## config.mk

```make
export PLATFORM = sky130hd
export DESIGN_NAME = gaze_dwell_quadrant_selector_flat
export DESIGN_NICKNAME = d
export VERILOG_FILES = /design/src/gdqs_pkg.sv /design/src/gdqs_if.sv /design/src/gdqs_lowpass.sv /design/src/gdqs_divider.sv /design/src/gaze_dwell_quadrant_selector.sv /design/src/flat_wrapper.sv
export SDC_FILE = /design/constraint.sdc
export NUM_CORES = 1
export LEC_CHECK = 0
export BUFFER_PORTS_ARGS = -buffer_cell sky130_fd_sc_hd__buf_2
export CAP_MARGIN = 0
export CORE_ASPECT_RATIO = 0.75
export CORE_MARGIN = 3
export CORE_UTILIZATION = 30
export DETAILED_ROUTE_END_ITERATION = 16
export PLACE_DENSITY = 0.43
export SYNTH_ARGS = -nofsm -noshare
export SYNTH_HDL_FRONTEND = slang
export SYNTH_HIERARCHICAL = 1
export SYNTH_SLANG_ARGS = --single-unit
```

## constraint.sdc

```tcl
create_clock -name clk -period 24.9 [get_ports clk]
set_clock_uncertainty 0.15 [all_clocks]
set_input_delay 1.245 -clock clk [delete_from_list [all_inputs] [get_ports clk]]
set_output_delay 1.245 -clock clk [all_outputs]
set_load 0.03 [all_outputs]
```

## src/gdqs_pkg.sv

```systemverilog
// Shared types and constants of the gaze dwell quadrant selector.
package gdqs_pkg;

    localparam int TIME_W      = 32;
    localparam int CFG_DATA_W  = 16;
    localparam int CFG_INDEX_W = 2;
    localparam int REGION_W    = 3;
    localparam int PROG_W      = 9;
    localparam int QUOT_W      = 8;
    localparam int GAIN_W      = 16;

    localparam logic [CFG_INDEX_W-1:0] REG_SMOOTHING_GAIN = 2'd0;
    localparam logic [CFG_INDEX_W-1:0] REG_H_DEAD_BAND    = 2'd1;
    localparam logic [CFG_INDEX_W-1:0] REG_V_DEAD_BAND    = 2'd2;
    localparam logic [CFG_INDEX_W-1:0] REG_DWELL_TIME     = 2'd3;

    localparam logic [CFG_DATA_W-1:0] GAIN_RESET      = 16'd7864;
    localparam logic [CFG_DATA_W-1:0] DEAD_BAND_RESET = 16'd5243;
    localparam logic [CFG_DATA_W-1:0] DWELL_RESET     = 16'd400;

    localparam logic [REGION_W-1:0] REGION_CENTRE      = 3'd0;
    localparam logic [REGION_W-1:0] REGION_UPPER_LEFT  = 3'd1;
    localparam logic [REGION_W-1:0] REGION_UPPER_RIGHT = 3'd2;
    localparam logic [REGION_W-1:0] REGION_LOWER_LEFT  = 3'd3;
    localparam logic [REGION_W-1:0] REGION_LOWER_RIGHT = 3'd4;

    localparam logic [PROG_W-1:0] PROGRESS_FULL = 9'd256;

    typedef struct packed {
        logic              done;
        logic [QUOT_W-1:0] quotient;
    } div_result_t;

endpackage

```

## src/gdqs_if.sv

```systemverilog
// Handshake channels for gaze samples and selector results.
interface gdqs_sample_if #(
    parameter int COORD_BITS = 16
);
    import gdqs_pkg::*;

    logic                  valid;
    logic                  ready;
    logic [COORD_BITS-1:0] gaze_x;
    logic [COORD_BITS-1:0] gaze_y;
    logic                  sample_valid;
    logic [TIME_W-1:0]     time_ms;

    modport source (output valid, gaze_x, gaze_y, sample_valid, time_ms, input ready);
    modport sink   (input valid, gaze_x, gaze_y, sample_valid, time_ms, output ready);
endinterface

interface gdqs_result_if #(
    parameter int COORD_BITS = 16
);
    import gdqs_pkg::*;

    logic                  valid;
    logic                  ready;
    logic                  gaze_ok;
    logic [COORD_BITS-1:0] smoothed_x;
    logic [COORD_BITS-1:0] smoothed_y;
    logic [REGION_W-1:0]   candidate_region;
    logic [REGION_W-1:0]   active_region;
    logic [PROG_W-1:0]     dwell_progress;

    modport source (output valid, gaze_ok, smoothed_x, smoothed_y, candidate_region,
                    active_region, dwell_progress, input ready);
    modport sink   (input valid, gaze_ok, smoothed_x, smoothed_y, candidate_region,
                    active_region, dwell_progress, output ready);
endinterface

```

## src/gdqs_lowpass.sv

```systemverilog
// Shared low-pass filter unit: registered gain product, then rounding, add and clamp.
module gdqs_lowpass #(
    parameter int COORD_BITS = 16
) (
    input  logic                          clk,
    input  logic                          load,
    input  logic [gdqs_pkg::GAIN_W-1:0]   gain,
    input  logic [COORD_BITS-1:0]         sample,
    input  logic [COORD_BITS-1:0]         current,
    output logic [COORD_BITS-1:0]         filtered
);
    import gdqs_pkg::*;

    localparam int DIFF_W = COORD_BITS + 1;
    localparam int PROD_W = DIFF_W + GAIN_W + 1;
    localparam int SUM_W  = COORD_BITS + 3;

    logic signed [DIFF_W-1:0]   diff;
    logic signed [GAIN_W:0]     gain_s;
    logic signed [PROD_W-1:0]   prod_next;
    logic signed [PROD_W-1:0]   prod_reg;
    logic signed [PROD_W-1:0]   biased;
    logic signed [PROD_W-1:0]   shifted;
    logic signed [SUM_W-1:0]    sum;

    assign diff      = $signed({1'b0, sample}) - $signed({1'b0, current});
    assign gain_s    = $signed({1'b0, gain});
    assign prod_next = PROD_W'(diff) * PROD_W'(gain_s);

    always_ff @(posedge clk)
    begin
        if (load)
        begin
            prod_reg <= prod_next;
        end
    end

    // Round half up, then an arithmetic shift gives the floor.
    assign biased  = prod_reg + PROD_W'(32768);
    assign shifted = biased >>> GAIN_W;
    assign sum     = $signed({3'b000, current}) + SUM_W'(shifted);

    always_comb
    begin
        if (sum[SUM_W-1])
        begin
            filtered = '0;
        end
        else if (sum[SUM_W-2:COORD_BITS] != '0)
        begin
            filtered = '1;
        end
        else
        begin
            filtered = sum[COORD_BITS-1:0];
        end
    end

endmodule

```

## src/gdqs_divider.sv

```systemverilog
// Restoring divider that yields eight quotient bits, one per cycle.
module gdqs_divider (
    input  logic                             clk,
    input  logic                             rst_n,
    input  logic                             start,
    input  logic [gdqs_pkg::CFG_DATA_W-1:0]  dividend,
    input  logic [gdqs_pkg::CFG_DATA_W-1:0]  divisor,
    output gdqs_pkg::div_result_t            result
);
    import gdqs_pkg::*;

    localparam int CNT_W = $clog2(QUOT_W + 1);

    logic [CNT_W-1:0]      count_reg;
    logic [CNT_W-1:0]      count_next;
    logic                  done_reg;
    logic                  done_next;
    logic [CFG_DATA_W-1:0] rem_reg;
    logic [CFG_DATA_W-1:0] rem_next;
    logic [CFG_DATA_W-1:0] div_reg;
    logic [QUOT_W-1:0]     quot_reg;
    logic [QUOT_W-1:0]     quot_next;
    logic [CFG_DATA_W:0]   rem_shift;
    logic [CFG_DATA_W:0]   rem_diff;

    // The remainder always stays below the divisor, so doubling it fits in one extra bit.
    assign rem_shift = {rem_reg, 1'b0};
    assign rem_diff  = rem_shift - {1'b0, div_reg};

    always_comb
    begin
        count_next = count_reg;
        rem_next   = rem_reg;
        quot_next  = quot_reg;
        done_next  = 1'b0;
        if (start)
        begin
            count_next = CNT_W'(QUOT_W);
            rem_next   = dividend;
            quot_next  = '0;
        end
        else if (count_reg != '0)
        begin
            count_next = count_reg - CNT_W'(1);
            done_next  = (count_reg == CNT_W'(1));
            if (!rem_diff[CFG_DATA_W])
            begin
                rem_next  = rem_diff[CFG_DATA_W-1:0];
                quot_next = {quot_reg[QUOT_W-2:0], 1'b1};
            end
            else
            begin
                rem_next  = rem_shift[CFG_DATA_W-1:0];
                quot_next = {quot_reg[QUOT_W-2:0], 1'b0};
            end
        end
    end

    always_ff @(posedge clk or negedge rst_n)
    begin
        if (!rst_n)
        begin
            count_reg <= '0;
            done_reg  <= 1'b0;
        end
        else
        begin
            count_reg <= count_next;
            done_reg  <= done_next;
        end
    end

    always_ff @(posedge clk)
    begin
        rem_reg  <= rem_next;
        quot_reg <= quot_next;
        if (start)
        begin
            div_reg <= divisor;
        end
    end

    assign result.done     = done_reg;
    assign result.quotient = quot_reg;

endmodule

```

## src/gaze_dwell_quadrant_selector.sv

```systemverilog
// Top level: sequencer, configuration registers, region tracking and output register.
// A sample is taken when the block is idle. An invalid sample goes straight to the done
// state; a valid one is filtered on both axes and classified, and the eight-step progress
// divider runs when needed. The result waits in the done state until the output register is free.
// The next sample is taken the cycle after the result is loaded, while it waits in that register.
// Reset (asynchronous, active low) restores default registers, centres the filter at half.
module gaze_dwell_quadrant_selector #(
    parameter int COORD_BITS = 16
) (
    input  logic                              clk,
    input  logic                              rst_n,
    gdqs_sample_if.sink                       samples,
    gdqs_result_if.source                     results,
    input  logic                              cfg_en,
    input  logic [gdqs_pkg::CFG_INDEX_W-1:0]  cfg_index,
    input  logic [gdqs_pkg::CFG_DATA_W-1:0]   cfg_data
);
    import gdqs_pkg::*;

    localparam int STATE_W = 3;
    localparam logic [STATE_W-1:0] S_IDLE  = 3'd0;
    localparam logic [STATE_W-1:0] S_MULX  = 3'd1;
    localparam logic [STATE_W-1:0] S_ADDX  = 3'd2;
    localparam logic [STATE_W-1:0] S_MULY  = 3'd3;
    localparam logic [STATE_W-1:0] S_ADDY  = 3'd4;
    localparam logic [STATE_W-1:0] S_CLASS = 3'd5;
    localparam logic [STATE_W-1:0] S_DIV   = 3'd6;
    localparam logic [STATE_W-1:0] S_DONE  = 3'd7;

    localparam int CMP_W = (COORD_BITS > CFG_DATA_W ? COORD_BITS : CFG_DATA_W) + 1;
    localparam logic [COORD_BITS-1:0] HALF = {1'b1, {(COORD_BITS-1){1'b0}}};

    // Configuration
    logic [CFG_DATA_W-1:0] gain_reg;
    logic [CFG_DATA_W-1:0] hband_reg;
    logic [CFG_DATA_W-1:0] vband_reg;
    logic [CFG_DATA_W-1:0] dwell_reg;

    // Sequencer and block state
    logic [STATE_W-1:0]    state_reg, state_next;
    logic [COORD_BITS-1:0] fx_reg, fx_next;
    logic [COORD_BITS-1:0] fy_reg, fy_next;
    logic [REGION_W-1:0]   held_reg, held_next;
    logic [TIME_W-1:0]     start_reg, start_next;
    logic [PROG_W-1:0]     prog_reg, prog_next;
    logic [REGION_W-1:0]   active_reg, active_next;

    // Latched sample
    logic [COORD_BITS-1:0] gx_reg, gy_reg;
    logic                  ok_reg;
    logic [TIME_W-1:0]     t_reg;

    // Output register
    logic                  ovalid_reg, ovalid_next;
    logic                  o_ok_reg;
    logic [COORD_BITS-1:0] o_x_reg, o_y_reg;
    logic [REGION_W-1:0]   o_cand_reg, o_act_reg;
    logic [PROG_W-1:0]     o_prog_reg;
    logic                  out_load;

    logic                  accept;
    logic                  axis_y;
    logic                  mul_load;
    logic [COORD_BITS-1:0] lp_sample, lp_current, lp_out;
    logic                  div_start;
    div_result_t           div_res;
    logic [CFG_DATA_W-1:0] dwell_eff;
    logic [TIME_W-1:0]     elapsed;
    logic                  dwell_met;

    logic [COORD_BITS-1:0] mag_x, mag_y;
    logic                  in_band;
    logic [REGION_W-1:0]   region;

    assign accept          = samples.valid && samples.ready;
    assign samples.ready   = (state_reg == S_IDLE);

    always_ff @(posedge clk or negedge rst_n)
    begin
        if (!rst_n)
        begin
            gain_reg  <= GAIN_RESET;
            hband_reg <= DEAD_BAND_RESET;
            vband_reg <= DEAD_BAND_RESET;
            dwell_reg <= DWELL_RESET;
        end
        else if (cfg_en)
        begin
            unique case (cfg_index)
                REG_SMOOTHING_GAIN: gain_reg  <= cfg_data;
                REG_H_DEAD_BAND:    hband_reg <= cfg_data;
                REG_V_DEAD_BAND:    vband_reg <= cfg_data;
                REG_DWELL_TIME:     dwell_reg <= cfg_data;
                default:            gain_reg  <= gain_reg;
            endcase
        end
    end

    // One filter unit serves both axes in turn.
    assign axis_y     = (state_reg == S_MULY) || (state_reg == S_ADDY);
    assign mul_load   = (state_reg == S_MULX) || (state_reg == S_MULY);
    assign lp_sample  = axis_y ? gy_reg : gx_reg;
    assign lp_current = axis_y ? fy_reg : fx_reg;

    gdqs_lowpass #(
        .COORD_BITS (COORD_BITS)
    ) u_lowpass (
        .clk      (clk),
        .load     (mul_load),
        .gain     (gain_reg),
        .sample   (lp_sample),
        .current  (lp_current),
        .filtered (lp_out)
    );

    assign dwell_eff = (dwell_reg == '0) ? CFG_DATA_W'(1) : dwell_reg;
    assign elapsed   = t_reg - start_reg;
    assign dwell_met = (elapsed >= TIME_W'(dwell_eff));

    gdqs_divider u_divider (
        .clk      (clk),
        .rst_n    (rst_n),
        .start    (div_start),
        .dividend (elapsed[CFG_DATA_W-1:0]),
        .divisor  (dwell_eff),
        .result   (div_res)
    );

    // Quadrant classification of the freshly filtered point.
    assign mag_x   = fx_reg[COORD_BITS-1] ? (fx_reg - HALF) : (HALF - fx_reg);
    assign mag_y   = fy_reg[COORD_BITS-1] ? (fy_reg - HALF) : (HALF - fy_reg);
    assign in_band = (CMP_W'(mag_x) < CMP_W'(hband_reg)) || (CMP_W'(mag_y) < CMP_W'(vband_reg));

    always_comb
    begin
        priority if (in_band)
        begin
            region = REGION_CENTRE;
        end
        else if (!fy_reg[COORD_BITS-1])
        begin
            region = fx_reg[COORD_BITS-1] ? REGION_UPPER_RIGHT : REGION_UPPER_LEFT;
        end
        else
        begin
            region = fx_reg[COORD_BITS-1] ? REGION_LOWER_RIGHT : REGION_LOWER_LEFT;
        end
    end

    always_comb
    begin
        state_next  = state_reg;
        fx_next     = fx_reg;
        fy_next     = fy_reg;
        held_next   = held_reg;
        start_next  = start_reg;
        prog_next   = prog_reg;
        active_next = active_reg;
        div_start   = 1'b0;
        out_load    = 1'b0;
        unique case (state_reg)
            S_IDLE:
            begin
                if (accept)
                begin
                    active_next = REGION_CENTRE;
                    state_next  = samples.sample_valid ? S_MULX : S_DONE;
                end
            end
            S_MULX:  state_next = S_ADDX;
            S_ADDX:
            begin
                fx_next    = lp_out;
                state_next = S_MULY;
            end
            S_MULY:  state_next = S_ADDY;
            S_ADDY:
            begin
                fy_next    = lp_out;
                state_next = S_CLASS;
            end
            S_CLASS:
            begin
                state_next = S_DONE;
                if (region != held_reg)
                begin
                    held_next  = region;
                    start_next = t_reg;
                    prog_next  = '0;
                end
                else if (held_reg == REGION_CENTRE)
                begin
                    prog_next = '0;
                end
                else if (dwell_met)
                begin
                    prog_next   = PROGRESS_FULL;
                    active_next = held_reg;
                end
                else
                begin
                    div_start  = 1'b1;
                    state_next = S_DIV;
                end
            end
            S_DIV:
            begin
                if (div_res.done)
                begin
                    prog_next  = {1'b0, div_res.quotient};
                    state_next = S_DONE;
                end
            end
            S_DONE:
            begin
                // Hold the finished result until the output register is free.
                if (!ovalid_reg || results.ready)
                begin
                    out_load   = 1'b1;
                    state_next = S_IDLE;
                end
            end
            default: state_next = S_IDLE;
        endcase
    end

    always_comb
    begin
        ovalid_next = ovalid_reg;
        if (out_load)
        begin
            ovalid_next = 1'b1;
        end
        else if (results.ready)
        begin
            ovalid_next = 1'b0;
        end
    end

    always_ff @(posedge clk or negedge rst_n)
    begin
        if (!rst_n)
        begin
            state_reg  <= S_IDLE;
            fx_reg     <= HALF;
            fy_reg     <= HALF;
            held_reg   <= REGION_CENTRE;
            start_reg  <= '0;
            prog_reg   <= '0;
            active_reg <= REGION_CENTRE;
            ovalid_reg <= 1'b0;
        end
        else
        begin
            state_reg  <= state_next;
            fx_reg     <= fx_next;
            fy_reg     <= fy_next;
            held_reg   <= held_next;
            start_reg  <= start_next;
            prog_reg   <= prog_next;
            active_reg <= active_next;
            ovalid_reg <= ovalid_next;
        end
    end

    always_ff @(posedge clk)
    begin
        if (accept)
        begin
            gx_reg <= samples.gaze_x;
            gy_reg <= samples.gaze_y;
            ok_reg <= samples.sample_valid;
            t_reg  <= samples.time_ms;
        end
        if (out_load)
        begin
            o_ok_reg   <= ok_reg;
            o_x_reg    <= fx_reg;
            o_y_reg    <= fy_reg;
            o_cand_reg <= held_reg;
            o_act_reg  <= active_reg;
            o_prog_reg <= prog_reg;
        end
    end

    assign results.valid            = ovalid_reg;
    assign results.gaze_ok          = o_ok_reg;
    assign results.smoothed_x       = o_x_reg;
    assign results.smoothed_y       = o_y_reg;
    assign results.candidate_region = o_cand_reg;
    assign results.active_region    = o_act_reg;
    assign results.dwell_progress   = o_prog_reg;

endmodule
```

## src/flat_wrapper.sv

```systemverilog
// flat-port wrapper written by rule: the top's interface ports become plain ports
module gaze_dwell_quadrant_selector_flat import gdqs_pkg::*;
#(
    parameter int COORD_BITS = 16
)
  (clk, rst_n, cfg_en, cfg_index, cfg_data, samples_valid, samples_gaze_x, samples_gaze_y, samples_sample_valid, samples_time_ms, samples_ready, results_valid, results_gaze_ok, results_smoothed_x, results_smoothed_y, results_candidate_region, results_active_region, results_dwell_progress, results_ready);
  gdqs_sample_if #(.COORD_BITS(COORD_BITS)) samples_i ();
  gdqs_result_if #(.COORD_BITS(COORD_BITS)) results_i ();
  input  logic clk;
  input  logic rst_n;
  input  logic cfg_en;
  input  logic [gdqs_pkg::CFG_INDEX_W-1:0] cfg_index;
  input  logic [gdqs_pkg::CFG_DATA_W-1:0] cfg_data;
  input wire logic [$bits(samples_i.valid)-1:0] samples_valid;
  input wire logic [$bits(samples_i.gaze_x)-1:0] samples_gaze_x;
  input wire logic [$bits(samples_i.gaze_y)-1:0] samples_gaze_y;
  input wire logic [$bits(samples_i.sample_valid)-1:0] samples_sample_valid;
  input wire logic [$bits(samples_i.time_ms)-1:0] samples_time_ms;
  output wire logic [$bits(samples_i.ready)-1:0] samples_ready;
  output wire logic [$bits(results_i.valid)-1:0] results_valid;
  output wire logic [$bits(results_i.gaze_ok)-1:0] results_gaze_ok;
  output wire logic [$bits(results_i.smoothed_x)-1:0] results_smoothed_x;
  output wire logic [$bits(results_i.smoothed_y)-1:0] results_smoothed_y;
  output wire logic [$bits(results_i.candidate_region)-1:0] results_candidate_region;
  output wire logic [$bits(results_i.active_region)-1:0] results_active_region;
  output wire logic [$bits(results_i.dwell_progress)-1:0] results_dwell_progress;
  input wire logic [$bits(results_i.ready)-1:0] results_ready;
  assign samples_i.valid = samples_valid;
  assign samples_i.gaze_x = samples_gaze_x;
  assign samples_i.gaze_y = samples_gaze_y;
  assign samples_i.sample_valid = samples_sample_valid;
  assign samples_i.time_ms = samples_time_ms;
  assign samples_ready = samples_i.ready;
  assign results_valid = results_i.valid;
  assign results_gaze_ok = results_i.gaze_ok;
  assign results_smoothed_x = results_i.smoothed_x;
  assign results_smoothed_y = results_i.smoothed_y;
  assign results_candidate_region = results_i.candidate_region;
  assign results_active_region = results_i.active_region;
  assign results_dwell_progress = results_i.dwell_progress;
  assign results_i.ready = results_ready;
  gaze_dwell_quadrant_selector #(.COORD_BITS(COORD_BITS)) u_core (.clk(clk), .rst_n(rst_n), .samples(samples_i), .results(results_i), .cfg_en(cfg_en), .cfg_index(cfg_index), .cfg_data(cfg_data));
endmodule
```

==> flow_summary_export.csv <==
group,metric,value,unit
run,max_cap_viol_count,0,
timing,setup_viol,0,
logic_synthesis,yosys.area_share.simple,13.0,%
setup_path,path_class,"reg2reg",
setup_path,critPathMaxStageDelay,0.97,ns
global_route,grt_max_degree,67,
setup_path,crit_family,"adder cells",
layout,fillers,9707,
global_route,grt_pass1_vias,21600,
timing,tns,0,ns
timing,fmax,86.4,MHz
timing,fin_crit_sh,46.5,%
clocking,root_buffer,"clkbuf_16",
layout,multi_input_area,0.0180,mm^2
clocking,htree_levels,2,
route,drt_iter0_markers,1335,
floorplanning,start_util,30.4,%
logic_synthesis,synthDistinctLibCells,100,
layout,drive_above_1_share,14.6,%
route,wire_per_inst,19.5,um
route,dr.pass1.iters,5,
logic_synthesis,yosys-top-cells-count,"inv_1 (475), fa_1 (281), nand2_1 (269)",
clocking,post-cts-setup-buffer-count,0,
floorplanning,die-area,0.101,mm^2
setup_path,worstSetupEndpointType,"register",
place,gp_congestion,0.870,
route,num_vias,20800,
logic_synthesis,synthesis.area,0.0291,mm^2
place,io_buffers,137,
logic_synthesis,synthMuxAreaShare,6.49,%
clocking,cts_tree,"built",
logic_synthesis,syn_avg_cell_area,10.2,um^2
logic_synthesis,syn_inst,2866,
global_route,track_usage,16.8,%
floorplanning,die_y,276,um
layout,regArea,0.00892,mm^2
route,drc,0,
logic_synthesis,synth_fp_nets,3451,
logic_synthesis,postSynth.asyncResetShare,46.9,%
layout,nets,3540,
floorplanning,fp.dieW,366,um
status,status,"completed",
timing,drv_slew,0,
clocking,clkTransAtPathRegs,0.06,ns
clocking,cts_resized,0,
route,viasPerCell,4.85,
logic_synthesis,synth_fa_ha_area_share,28.6,%
setup_path,crit_required,25.07,ns
timing,worst_pin_slew,1.23,ns
layout,antenna_cells,0,
setup_path,crit_buf_inv,4,
clocking,cts_num_sinks,324,
floorplanning,core,0.0958,mm^2
logic_synthesis,ys_seq_area_share,30.7,%
global_route,overflow,0,
setup_path,arrival,11.74,ns
global_route,grt_pass1_wl,131,mm
timing,hold_violations,0,
floorplanning,rows,98,
setup_path,cp_slowest_cell,"nor2b_2",
logic_synthesis,synth_top_area_share,19.3,%
clocking,clock_path_buffers,3,
timing,min_period,11.57,ns
route,routed_wl,83.7,mm
logic_synthesis,synth_top_area_cell,"fa_1",
logic_synthesis,synth_seq_cells,324,
floorplanning,ioPinCount,138,
route,ant_nets,0,
logic_synthesis,synth-compound-area-share,9.78,%
hold_path,holdCritPathClass,"reg2reg",
setup_path,cp_max_fo,37,
timing,rsz0062_at_grt,"false",
setup_path,cp-start-kind,"register",
global_route,grt_antenna_before_repair,2,
logic_synthesis,ys_warn_count,6,
clocking,hold_buffers,0,
layout,syn_to_final_growth,11.6,%
logic_synthesis,synth_top_family_by_area,"adder cells",
logic_synthesis,synth-xor-area-share,3.67,%
setup_path,worst_path_most_repeated_cell,"fa_1",
logic_synthesis,ys_top_cells_by_area,"fa_1 (19%), edfxtp_1 (17%), dfrtp_1 (11%)",
logic_synthesis,synth_edf_count,164,
clocking,insertion_delay,0.59,ns
place,dpl.hpwl,65.8,mm
timing,slew_headroom,17.5,%
logic_synthesis,yosysMostFrequentCell,"inv_1",
clocking,numCtsBuffers,40,
logic_synthesis,synthFlopType,"edfxtp_1",
## final cells by class
type	count	area share, %
multi-input cells	1955	55.4
flip-flops and latches	324	27.5
inverters	477	5.52
well taps	1300	5.01
clock buffers	63	3.66
repair buffers	157	2.59
clock inverters	10	0.347
## path summary, 6_finish.rpt
check,slack [ns],cells past startpoint,startpoint,endpoint
max in group asynchronous,22.23,3,rst_n,u_core/gain_reg[14]
min in group asynchronous,0.40,1,rst_n,u_core/start_reg[8]
max,13.33,32,u_core/state_reg[0],u_core/u_lowpass/prod_reg[30]
min reg2reg,0.27,0,u_core/ok_reg,u_core/results.gaze_ok
min,0.27,0,u_core/ok_reg,u_core/results.gaze_ok
max reg2reg,13.33,32,u_core/state_reg[0],u_core/u_lowpass/prod_reg[30]
## cell families (layout without fill, tap and decap cells)
group / after synthesis / count (layout)
xor gates and xnor gates: 122 / 122
DFF: 324 / 324
AOI/OAI and AO/OA: 421 / 421
buffers and inverters: 587 / 707
muxes: 170 / 170
adders and majority gates: 497 / 497
and+or+nand+nor: 745 / 745
## worst reg2reg max path: cells and delay by family (launching register included)
kind,cells,cell delay (ns)
AO/OA/AOI/OAI,11,3.38
adder cells (fa/ha/maj),9,4.26
buffers and inverters,4,0.58
flip-flops,1,0.55
multiplexers,2,0.48
AND/OR/NAND/NOR,6,1.93
## through the flow
stage	instances	utilization (%)	hold slack, ns	setup slack, ns	cell area, um^2
after floorplan	2866	-	0.250	14.47	29100
after global routing	4286	33.9	0.285	12.33	32500
after CTS	4286	33.9	0.271	13.26	32500
after detailed placement	4213	32.5	0.257	13.28	31200
after global placement	4213	32.5	0.252	13.48	31200
final	4286	33.9	0.268	13.33	32500
## metal layers
layer,GRT usage [%],vias up,part of all wire [%]
met1,25.3,10500,50
met2,24.9,525,42
met3,3.46,81,6.3
met4,3.48,0,1.8
li1,-,9740,-
met5,0,-,0
## cell usage in the layout, fill, tap and decap left out, types with 15 or more instances in the layout
cell / netlist / routed
nand2b_1: 21 / 21
nor2b_1: 31 / 30
nor3_1: 45 / 45
nand3_1: 35 / 34
mux2i_1: 20 / 20
xor2_1: 59 / 59
nor2_1: 98 / 95
clkbuf_16: 0 / 42
o21ai_0: 57 / 57
o211ai_1: 18 / 18
buf_4: 7 / 20
and3_1: 20 / 20
buf_2: 17 / 136
nor4_1: 15 / 15
ha_1: 216 / 216
nand4_1: 31 / 31
a21oi_1: 127 / 127
dfstp_2: 29 / 29
inv_1: 475 / 474
xnor2_1: 63 / 58
a211oi_1: 18 / 18
mux2_1: 20 / 20
clkbuf_1: 82 / 15
and2_1: 123 / 123
nand2_1: 269 / 269
o21a_1: 15 / 15
dfrtp_1: 123 / 123
edfxtp_1: 164 / 164
mux2_2: 130 / 130
o21ai_1: 24 / 24
a21o_1: 41 / 40
fa_1: 281 / 281
Power is not shown: default switching activity piles up to over one toggle a cycle in this logic, so the estimate is an artifact.
